==> src/rtl/pbce_pkg.sv <==
package pbce_pkg;

    // Button count the packing logic can produce and the widest supported word
    localparam int PackedButtons = 12;
    localparam int MaxButtons    = 16;
    localparam int DefaultButtons = 12;

    localparam int CfgIndexW = 1;
    localparam int CfgDataW  = 4;
    localparam int ModeW     = 2;
    localparam int DevW      = 4;
    localparam int LinesW    = 6;
    localparam int ByteW     = 8;

    // Configuration register indexes
    localparam logic [CfgIndexW-1:0] REG_PAD_MODE      = 1'd0;
    localparam logic [CfgIndexW-1:0] REG_DEVICE_NUMBER = 1'd1;

    // Pad modes
    localparam logic [ModeW-1:0] MODE_NONE = 2'd0;
    localparam logic [ModeW-1:0] MODE_SIX  = 2'd2;

    localparam logic [ByteW-1:0] ASCII_ZERO  = 8'h30;
    localparam logic [ByteW-1:0] ASCII_LOWER = 8'h61;
    localparam logic [ByteW-1:0] ASCII_UPPER = 8'h41;

    typedef enum logic [1:0] {
        ST_IDLE,
        ST_DIGIT,
        ST_LETTER
    } state_t;

    typedef struct packed {
        logic load;
        logic emit_digit;
        logic emit_letter;
    } cmd_t;

    typedef struct packed {
        logic new_diff_zero;
        logic rest_zero;
        logic out_free;
    } status_t;

endpackage

==> src/rtl/pbce_ctrl.sv <==
module pbce_ctrl
(
    input  logic              clk,
    input  logic              rst_n,
    input  logic              in_valid,
    output logic              in_ready,
    input  pbce_pkg::status_t status,
    output pbce_pkg::cmd_t    cmd
);
    import pbce_pkg::*;

    state_t state_reg;
    state_t state_next;

    always_ff @(posedge clk or negedge rst_n)
    begin
        if (!rst_n)
        begin
            state_reg <= ST_IDLE;
        end
        else
        begin
            state_reg <= state_next;
        end
    end

    always_comb
    begin
        state_next      = state_reg;
        in_ready        = 1'b0;
        cmd.load        = 1'b0;
        cmd.emit_digit  = 1'b0;
        cmd.emit_letter = 1'b0;
        case (state_reg)
            ST_IDLE:
            begin
                in_ready = 1'b1;
                if (in_valid)
                begin
                    cmd.load = 1'b1;
                    if (!status.new_diff_zero)
                    begin
                        state_next = ST_DIGIT;
                    end
                end
            end
            ST_DIGIT:
            begin
                if (status.out_free)
                begin
                    cmd.emit_digit = 1'b1;
                    state_next     = ST_LETTER;
                end
            end
            ST_LETTER:
            begin
                if (status.out_free)
                begin
                    cmd.emit_letter = 1'b1;
                    state_next      = status.rest_zero ? ST_IDLE : ST_DIGIT;
                end
            end
            default:
            begin
                state_next = ST_IDLE;
            end
        endcase
    end

endmodule

==> src/rtl/pbce_dp.sv <==
module pbce_dp
#(
    parameter int BUTTONS = pbce_pkg::DefaultButtons
)
(
    input  logic                              clk,
    input  logic                              rst_n,
    input  logic                              cfg_wen,
    input  logic [pbce_pkg::CfgIndexW-1:0]    cfg_index,
    input  logic [pbce_pkg::CfgDataW-1:0]     cfg_wdata,
    input  logic [pbce_pkg::LinesW-1:0]       phase0_lines,
    input  logic [pbce_pkg::LinesW-1:0]       phase1_lines,
    input  logic [pbce_pkg::LinesW-1:0]       phase2_lines,
    input  pbce_pkg::cmd_t                    cmd,
    output pbce_pkg::status_t                 status,
    output logic                              out_valid,
    input  logic                              out_ready,
    output logic [pbce_pkg::ByteW-1:0]        out_byte,
    output logic                              out_last
);
    import pbce_pkg::*;

    localparam int IdxW = (BUTTONS > 1) ? $clog2(BUTTONS) : 1;

    logic [ModeW-1:0]   pad_mode_reg;
    logic [DevW-1:0]    device_number_reg;
    logic [BUTTONS-1:0] prev_reg;
    logic [BUTTONS-1:0] word_reg;
    logic [BUTTONS-1:0] diff_reg;
    logic               out_valid_reg;
    logic [ByteW-1:0]   out_byte_reg;
    logic               out_last_reg;

    logic [LinesW-1:0]        p2_used;
    logic [PackedButtons-1:0] packed12;
    logic [MaxButtons-1:0]    packed_wide;
    logic [BUTTONS-1:0]       new_word;
    logic [BUTTONS-1:0]       new_diff;
    logic [BUTTONS-1:0]       low_bit;
    logic [BUTTONS-1:0]       rest;
    logic [IdxW-1:0]          low_idx;
    logic                     pressed;
    logic [ByteW-1:0]         letter;

    always_ff @(posedge clk or negedge rst_n)
    begin
        if (!rst_n)
        begin
            pad_mode_reg      <= MODE_NONE;
            device_number_reg <= '0;
        end
        else if (cfg_wen)
        begin
            case (cfg_index)
                REG_PAD_MODE:      pad_mode_reg      <= cfg_wdata[ModeW-1:0];
                REG_DEVICE_NUMBER: device_number_reg <= cfg_wdata[DevW-1:0];
                default:           ;
            endcase
        end
    end

    // Button word: right,left,down,up | A | C,B | mode,X,Y,Z | start
    always_comb
    begin
        p2_used  = (pad_mode_reg == MODE_SIX) ? phase2_lines : '0;
        packed12 = {phase1_lines[5], p2_used[3:0], phase0_lines[5:4],
                    phase1_lines[4], phase0_lines[3:0]};
        if (pad_mode_reg == MODE_NONE)
        begin
            packed12 = '0;
        end
        packed_wide = {{(MaxButtons - PackedButtons){1'b0}}, packed12};
        new_word    = packed_wide[BUTTONS-1:0];
        new_diff    = new_word ^ prev_reg;
    end

    // Lowest pending change
    always_comb
    begin
        low_bit = diff_reg & (~diff_reg + BUTTONS'(1));
        rest    = diff_reg & ~low_bit;
        low_idx = '0;
        for (int i = 0; i < BUTTONS; i++)
        begin
            if (low_bit[i])
            begin
                low_idx = low_idx | i[IdxW-1:0];
            end
        end
        pressed = |(word_reg & low_bit);
        letter  = (pressed ? ASCII_LOWER : ASCII_UPPER)
                + {{(ByteW-IdxW){1'b0}}, low_idx};
    end

    always_ff @(posedge clk)
    begin
        if (cmd.load)
        begin
            word_reg <= new_word;
            diff_reg <= new_diff;
        end
        else if (cmd.emit_letter)
        begin
            diff_reg <= rest;
        end
    end

    always_ff @(posedge clk or negedge rst_n)
    begin
        if (!rst_n)
        begin
            prev_reg <= '0;
        end
        else if (cmd.load)
        begin
            prev_reg <= new_word;
        end
    end

    always_ff @(posedge clk or negedge rst_n)
    begin
        if (!rst_n)
        begin
            out_valid_reg <= 1'b0;
        end
        else if (cmd.emit_digit || cmd.emit_letter)
        begin
            out_valid_reg <= 1'b1;
        end
        else if (out_ready)
        begin
            out_valid_reg <= 1'b0;
        end
    end

    always_ff @(posedge clk)
    begin
        if (cmd.emit_digit)
        begin
            out_byte_reg <= ASCII_ZERO + {{(ByteW-DevW){1'b0}}, device_number_reg};
            out_last_reg <= 1'b0;
        end
        else if (cmd.emit_letter)
        begin
            out_byte_reg <= letter;
            out_last_reg <= (rest == '0);
        end
    end

    assign status.new_diff_zero = (new_diff == '0);
    assign status.rest_zero     = (rest == '0);
    assign status.out_free      = !out_valid_reg || out_ready;

    assign out_valid = out_valid_reg;
    assign out_byte  = out_byte_reg;
    assign out_last  = out_last_reg;

endmodule

==> src/rtl/pad_button_change_event_encoder.sv <==
// Channel   Fields (tdata / tuser from bit 0 up)                     Direction
// s_axis    tdata: phase0_lines[5:0], phase1_lines[11:6],            in
//           phase2_lines[17:12], zero fill to 24 bits
// m_axis    tdata: out_byte[7:0]; tlast: last                        out
// cfg       cfg_wen, cfg_index, cfg_wdata (pad_mode, device_number)  in
//
// A poll is taken in the idle state; each changed button then gives two output
// bytes, the device-number digit and then the button letter, so a poll with k
// changes gives 2k bytes (at most 2*BUTTONS). A poll with no changes gives none.
// The controller's digit and letter states sequence these bytes.
// Reset clears the previous button word (all released) and both registers.
// A stall on m_axis holds the controller; s_tready is high only between polls.
module pad_button_change_event_encoder
#(
    parameter int BUTTONS = pbce_pkg::DefaultButtons
)
(
    input  logic                           clk,
    input  logic                           rst_n,
    input  logic                           cfg_wen,
    input  logic [pbce_pkg::CfgIndexW-1:0] cfg_index,
    input  logic [pbce_pkg::CfgDataW-1:0]  cfg_wdata,
    input  logic                           s_tvalid,
    output logic                           s_tready,
    input  logic [23:0]                    s_tdata,  // phase0, phase1, phase2, zero fill
    output logic                           m_tvalid,
    input  logic                           m_tready,
    output logic [7:0]                     m_tdata,  // out_byte
    output logic                           m_tlast
);
    import pbce_pkg::*;

    cmd_t    cmd;
    status_t status;

    pbce_ctrl u_ctrl
    (
        .clk      (clk),
        .rst_n    (rst_n),
        .in_valid (s_tvalid),
        .in_ready (s_tready),
        .status   (status),
        .cmd      (cmd)
    );

    pbce_dp #(.BUTTONS(BUTTONS)) u_dp
    (
        .clk          (clk),
        .rst_n        (rst_n),
        .cfg_wen      (cfg_wen),
        .cfg_index    (cfg_index),
        .cfg_wdata    (cfg_wdata),
        .phase0_lines (s_tdata[5:0]),
        .phase1_lines (s_tdata[11:6]),
        .phase2_lines (s_tdata[17:12]),
        .cmd          (cmd),
        .status       (status),
        .out_valid    (m_tvalid),
        .out_ready    (m_tready),
        .out_byte     (m_tdata),
        .out_last     (m_tlast)
    );

    // A pending non-final byte means the poll is still being worked on
    a_busy_while_partial: assert property (@(posedge clk) disable iff (!rst_n)
        m_tvalid && !m_tlast |-> !s_tready)
        else $error("new request possible while poll bytes remain");

    // The next byte of a poll is ready right after the previous one is taken
    a_no_gap: assert property (@(posedge clk) disable iff (!rst_n)
        m_tvalid && m_tready && !m_tlast |=> m_tvalid)
        else $error("gap inside a poll's byte sequence");

    // Hold a stalled byte until it is taken
    a_hold_while_stalled: assert property (@(posedge clk) disable iff (!rst_n)
        m_tvalid && !m_tready |=> m_tvalid && $stable(m_tdata) && $stable(m_tlast))
        else $error("output byte changed while stalled");

endmodule
==> config.mk <==
export PLATFORM = sky130hd
export DESIGN_NAME = pad_button_change_event_encoder
export DESIGN_NICKNAME = d
export VERILOG_FILES = /design/src/rtl/pbce_pkg.sv /design/src/rtl/pbce_ctrl.sv /design/src/rtl/pbce_dp.sv /design/src/rtl/pad_button_change_event_encoder.sv
export SDC_FILE = /design/constraint.sdc
export NUM_CORES = 1
export LEC_CHECK = 0
export BUFFER_PORTS_ARGS = -buffer_cell sky130_fd_sc_hd__buf_4
export CORE_ASPECT_RATIO = 0.9
export CORE_MARGIN = 4
export CORE_UTILIZATION = 45
export DETAILED_ROUTE_END_ITERATION = 12
export PLACE_DENSITY = 0.68
export SKIP_CTS_REPAIR_TIMING = 1
export SKIP_LAST_GASP = 1
export SLEW_MARGIN = 20
export SYNTH_ARGS = -nofsm -noshare
export SYNTH_HDL_FRONTEND = slang
export SYNTH_SLANG_ARGS = --single-unit
==> constraint.sdc <==
create_clock -name clk -period 2.42 [get_ports clk]
set_clock_uncertainty 0.05 [all_clocks]
set_input_delay 0.121 -clock clk [delete_from_list [all_inputs] [get_ports clk]]
set_output_delay 0.121 -clock clk [all_outputs]
set_load 0.01 [all_outputs]
Word level (Yosys, flattened, before mapping)
Cells that the tools add are included.
{"block": "word_totals", "input_bits": 34, "ff_bits": 54, "wordCells": 72}
{"block": "op_classes", "bitwise": 7, "add_sub_neg": 3, "eq_ne": 7, "muxes": 32, "reduce_logical": 14}
{"cell": "12-bit AND", "count": 3}
{"cell": "12-bit 2-to-1 mux", "count": 3}
{"cell": "12-bit zero test", "count": 2}
{"cell": "12-bit NOT", "count": 2}
{"cell": "4-bit 2-to-1 mux", "count": 5}
{"cell": "8-bit 2-to-1 mux", "count": 2}
{"cell": "12-bit by 1-bit adder with 12-bit output, second input constant", "count": 1}
{"cell": "2-bit 2-to-1 mux", "count": 6}
{"cell": "3-bit 2-to-1 mux", "count": 4}
{"cell": "12-bit OR reduction", "count": 1}
{"cell": "12-bit bitwise XOR", "count": 1}
{"cell": "1-bit 2-to-1 mux", "count": 10}
{"cell": "8-bit by 4-bit adder with 8-bit output", "count": 1}
{"cell": "2-bit != test, second input constant", "count": 4}
{"cell": "6-bit by 4-bit adder with 7-bit output, first input constant", "count": 1}
{"cell": "6-bit 2-to-1 mux", "count": 1}
{"cell": "2-bit case mux with 3 select lines", "count": 1}
{"cell": "2-bit nonzero test", "count": 3}
{"cell": "2-bit equality test, second input constant", "count": 2}
{"cell": "2-bit zero test", "count": 2}
{"cell": "2-bit AND reduction", "count": 2}
{"cell": "4-bit AND reduction", "count": 1}
{"cell": "2-bit by 1-bit equality test with 1-bit output, second input constant", "count": 1}
{"cell": "1-bit logical OR", "count": 2}
{"cell": "other kinds (2)", "count": 2}

Longest topological paths before layout
{"block": "logic_depth", "ltp_word": 17, "ltp_mapped": 9, "depth_no_buf": 8}

By module
A second synthesis with hierarchy kept.
{"block": "hier_totals", "cells_unflattened": 281, "area_unflattened_um2": 2929.1}
{"module": "pbce_dp", "area_per_inst_um2": 2806.4, "cells_each": 268, "n_inst": 1}
{"module": "pbce_ctrl", "area_per_inst_um2": 122.6, "cells_each": 13, "n_inst": 1}

Worst setup path before layout
No wires, ideal clock.
{"block": "synth_timing", "kind": "reg2reg", "start": "register u_dp.diff_reg[0]", "end": "register u_dp.out_byte_reg[1] (netlist: u_dp.out_byte[1]) (data pin)", "period_less_slack_ns": 2.464, "path_stages_with_launch": 9, "required_ns": 2.110, "path_slack_ns": -0.044, "t_arrival_ns": 2.154, "n_path_buf": 2, "path_cell_list": "edfxtp_1 > buf_6 > or4_4 > buf_6 > nor4_1 > o21ai_0 > o211ai_1 > ha_1 > mux2_2"}
{"block": "synth_via", "elab_chain_cells": 17}
{"element": "start, declared", "line": "pbce_dp.sv:29", "rtl": "logic [BUTTONS-1:0] diff_reg;"}
{"element": "start signal, assigned", "line": "pbce_dp.sv:100", "rtl": "diff_reg <= new_diff;"}
{"element": "start signal, assigned", "line": "pbce_dp.sv:104", "rtl": "diff_reg <= rest;"}
{"element": "12-bit NOT *", "line": "pbce_dp.sv:80", "rtl": "low_bit = diff_reg & (~diff_reg + BUTTONS'(1));"}
{"element": "12-bit by 1-bit adder with 12-bit output *", "line": "pbce_dp.sv:80"}
{"element": "12-bit AND *", "line": "pbce_dp.sv:80"}
{"element": "1-bit 2-to-1 mux", "line": "pbce_dp.sv:85", "rtl": "if (low_bit[i])"}
{"element": "2-bit 2-to-1 mux (2 in a row)", "line": "pbce_dp.sv:85"}
{"element": "3-bit 2-to-1 mux (4 in a row)", "line": "pbce_dp.sv:85"}
{"element": "4-bit 2-to-1 mux (3 in a row)", "line": "pbce_dp.sv:85"}
{"element": "4-bit 2-to-1 mux *", "line": "pbce_dp.sv:85"}
{"element": "8-bit by 4-bit adder with 8-bit output *", "line": "pbce_dp.sv:92", "rtl": "+ {{(ByteW-IdxW){1'b0}}, low_idx};"}
{"element": "8-bit 2-to-1 mux *", "line": "pbce_dp.sv:143", "rtl": "else if (cmd.emit_letter)"}
{"element": "8-bit 2-to-1 mux *", "line": "pbce_dp.sv:138", "rtl": "if (cmd.emit_digit)"}
{"element": "end signal, assigned", "line": "pbce_dp.sv:140", "rtl": "out_byte_reg <= ASCII_ZERO + {{(ByteW-DevW){1'b0}}, device_number_reg};"}
{"element": "end signal, assigned", "line": "pbce_dp.sv:145", "rtl": "out_byte_reg <= letter;"}
{"element": "end, declared", "line": "pbce_dp.sv:31", "rtl": "logic [ByteW-1:0] out_byte_reg;"}
Mark *: on every way between the ends. The rest lies on a longest branch, timed or not. The select of a mux whose other input is x is not followed.
A chain may end at the register's enable or synchronous reset.

Worst setup path after layout
Ends and elaborated chain as after synthesis.

==> results.md <==
- Die Span Y: 84.7 µm
- Number of cells on the worst reg-to-reg path: 6
- Type of element capturing the critical path: register
- Average via count per standard cell: 5.31
- Sw frac: 0.393
- Most common cell after layout, fill and taps aside: buf_4
- CTS root buffer: clkbuf_8
- Inserted Clock Buffers: 5
- Post-Layout Cell Count: 425
- Data arrival time of the critical path: 2.34 ns
- Synthesis-to-finish area growth: 16.7%
- Count of nets left with antenna violations after detail routing: 0
- Critical-path maximum fanout: 6
- Peak clock frequency supported by timing: 431 MHz
- Slew Limit Fails: 0
- RePlAce Congestion: 0.918
- Maximum Capacitance Violations: 0
- Post-Syn Nets: 330
- Count of input and output buffers: 31
- Critical path's largest stage delay: 0.63 ns
- Antenna violations before repair: 0
- Static Leak: 0.00142 µW
- Yosys reg bits: 53
- Cell Count Post-Placement: 410
- Syn Area/Cell: 9.96 µm²
- Clk network pwr share: 0.127
- Final net count: 372
- CTS Buffer Depth: 2
- Number of enable flip-flop cells after synthesis: 31
- Reg-to-reg critical path endpoint: u_dp.out_byte[1]
- Average wire per cell in the routed design: 14.6 µm
- Clock latency of the later-clocked register in the worst-skew pair: 0.31 ns
- Final core occ: 0.552
- Commonest cells after routing, fill and taps aside: buf_4 (50), nand2_1 (44), edfxtp_1 (31)
- Critical path class: reg2reg
- Final global-route overflow total: 0
- Fill cell instance count of the final layout: 589
- Post-route cell area: 3430 µm²
- Slew Limit Headroom: 0.609
- Top_reg_cell synth: edfxtp_1
- Beginning of the worst register-to-register path: u_dp.diff_reg[0]
- Count of final setup violators: 0
- Final Hold Violating Endpoints: 0
- Final wirelength: 6.19 mm
- IO Pins: 45
- Number of vias in the routed layout: 2255
- Worst Max-Slew Pin Slew: 0.584 ns
- Count of buffer and inverter cells on the critical path: 0
- Async set-reset flop share out of synthesis: 0.396
- Cell family with the largest share of critical-path delay: simple AND/OR/NAND/NOR gates
- Pre-CTS WS: 0.102 ns
- Power density over the cells: 1120 nW/µm²
- Width of the die: 93.2 µm
- Global-route wire length before repair: 10.1 mm
- Number of unique standard cell types used by synthesis: 46
- Remaining routing DRC violations: 0
- First element of the critical path: u_dp.diff_reg[0]
- Reg area: 1480 µm²
- Logic gate share of total power: 0.416
- Data required time of the critical path: 2.44 ns
- Multi-input combinational cell area: 1290 µm²
- Fraction of final layout cells sized beyond drive strength 1: 0.219
- TritonCTS clock tree: built
- HPWL after detailed placement: 4.65 mm
- Cell-by-cell listing of the critical path: or4_4 -> nor4_4 -> o21ai_1 -> o211ai_1 -> ha_1 -> mux2_2
- Synth Cell Area: 2940 µm²
- Worst reg2reg setup slack: 0.1 ns
- Startpoint types: register
- Clock-pin transition on the worst setup and hold timing paths: 0.09 ns
- Part of the cycle the worst path needs: 0.959
- Vias in the first global route: 2065
- First-pass detailed-route iteration total: 4
- Internal: 2330 µW
- Min-delay worst type: in2reg
- Result of the run: complete, no violations
- Gate count after technology mapping: 295
- Share of the yosys chip area belonging to registers: 0.502
- Drt first-iter violations: 175
- Maximum VDD drop: 414 µV
- Row cnt: 27
- Total GRT Usage: 0.163
- Largest net degree at the start of global routing: 48
- Critical path depth: 6
- Area after detailed placement: 3270 µm²
- Starting density of the core: 0.473
- Depth of the CTS H-tree: 2
- Capturing element of the worst setup path: u_dp.out_byte[1]
- Number of clock sinks seen by CTS: 53
- Part of the total power dissipated in sequential elements: 0.457
- Total Power: 3850 µW
- Area inside the core boundary: 6220 µm²
- Tmin final: 2.32 ns
- Antenna cells: 0
- Standard cell with the maximum stage delay on the critical path: or4_4
- Area enclosed by the die boundary: 7890 µm²
- Yosys Warn Count: 0
- Worst Slack Setup Final: 0.0984 ns
- Net switching component of the power: 1510 µW
## metrics by stage
step | setup TNS (ns) | hold WS (ns)
after floorplan | 0 | -0.225
after global placement | 0 | -0.0261
after detailed placement | 0 | -0.0248
after CTS | 0 | -0.361
after global routing | -0.0124 | 0.00574
final | 0 | 0.00976
## power by group through the flow
stage	registers, µW	clock network (µW)	logic, µW
after CTS	1750	494	1550
after global placement	1750	0	1510
after floorplan	1660	0	1180
after global routing	1820	531	1780
final	1760	487	1600
after detailed placement	1770	0	1540
## area by class of cell
class / instances / area share
flip-flops and latches: 53 / 0.430
multi-input cells: 207 / 0.375
repair buffers: 54 / 0.121
well taps: 87 / 0.0317
clock buffers: 6 / 0.0212
inverters: 16 / 0.0175
clock inverters: 2 / 0.00292
## synth_stat cells, types with 3 or more instances
master     n  area, µm²
o32ai_1    3       26.3
nor4bb_1   5       50.1
a31oi_1    5       31.3
nand3_1    8       40.0
nand2_1   44        165
edfxtp_1  31        931
mux2_2     8       90.1
a21oi_1    4       20.0
inv_1     16       60.1
nor2b_1    4       25.0
nor2_1    26       97.6
o211ai_1   3       22.5
nor3_1     7       35.0
dfrtp_1   21        526
xor2_1    14        123
o21ai_0   29        145
nand3b_1   4       30.0
buf_6      5       56.3
clkbuf_1   8       30.0
xnor2_1    6       52.6
o22ai_1    8       50.1
a22oi_1    5       37.5
## cell families after synthesis
kind of cell / share of synthesized area
AO/OA/AOI/OAI: 0.150
flip-flops: 0.502
buffers and inverters: 0.0685
adder cells (fa/ha/maj): 0.0111
multiplexers: 0.0307
other: 0.00128
AND/OR/NAND/NOR: 0.177
XOR/XNOR: 0.0596
## metal layers
metal	GRT usage	wire, µm	vias to the layer above	part of all wire
li1	-	-	1138	-
met5	0	0	-	0
met3	0.0206	265	7	0.043
met2	0.254	2910	52	0.47
met1	0.229	2900	1058	0.47
met4	0.0706	116	0	0.019
## how the worst min path moves through the flow
stage / endpoint / depth (start not counted) / slack (ns) / startpoint
floorplan: u_ctrl.state_reg[0] / 0 / -0.22 / rst_n
CTS: u_dp.prev_reg[0] / 1 / -0.36 / rst_n
detailed placement: u_dp.prev_reg[0] / 1 / -0.02 / rst_n
finish: u_dp.device_number_reg[1] / 2 / 0.01 / cfg_wdata[1]
global placement: u_dp.prev_reg[2] / 1 / -0.03 / rst_n
global route: u_dp.device_number_reg[1] / 2 / 0.006 / cfg_wdata[1]
Power figures use the tool's default switching activity.
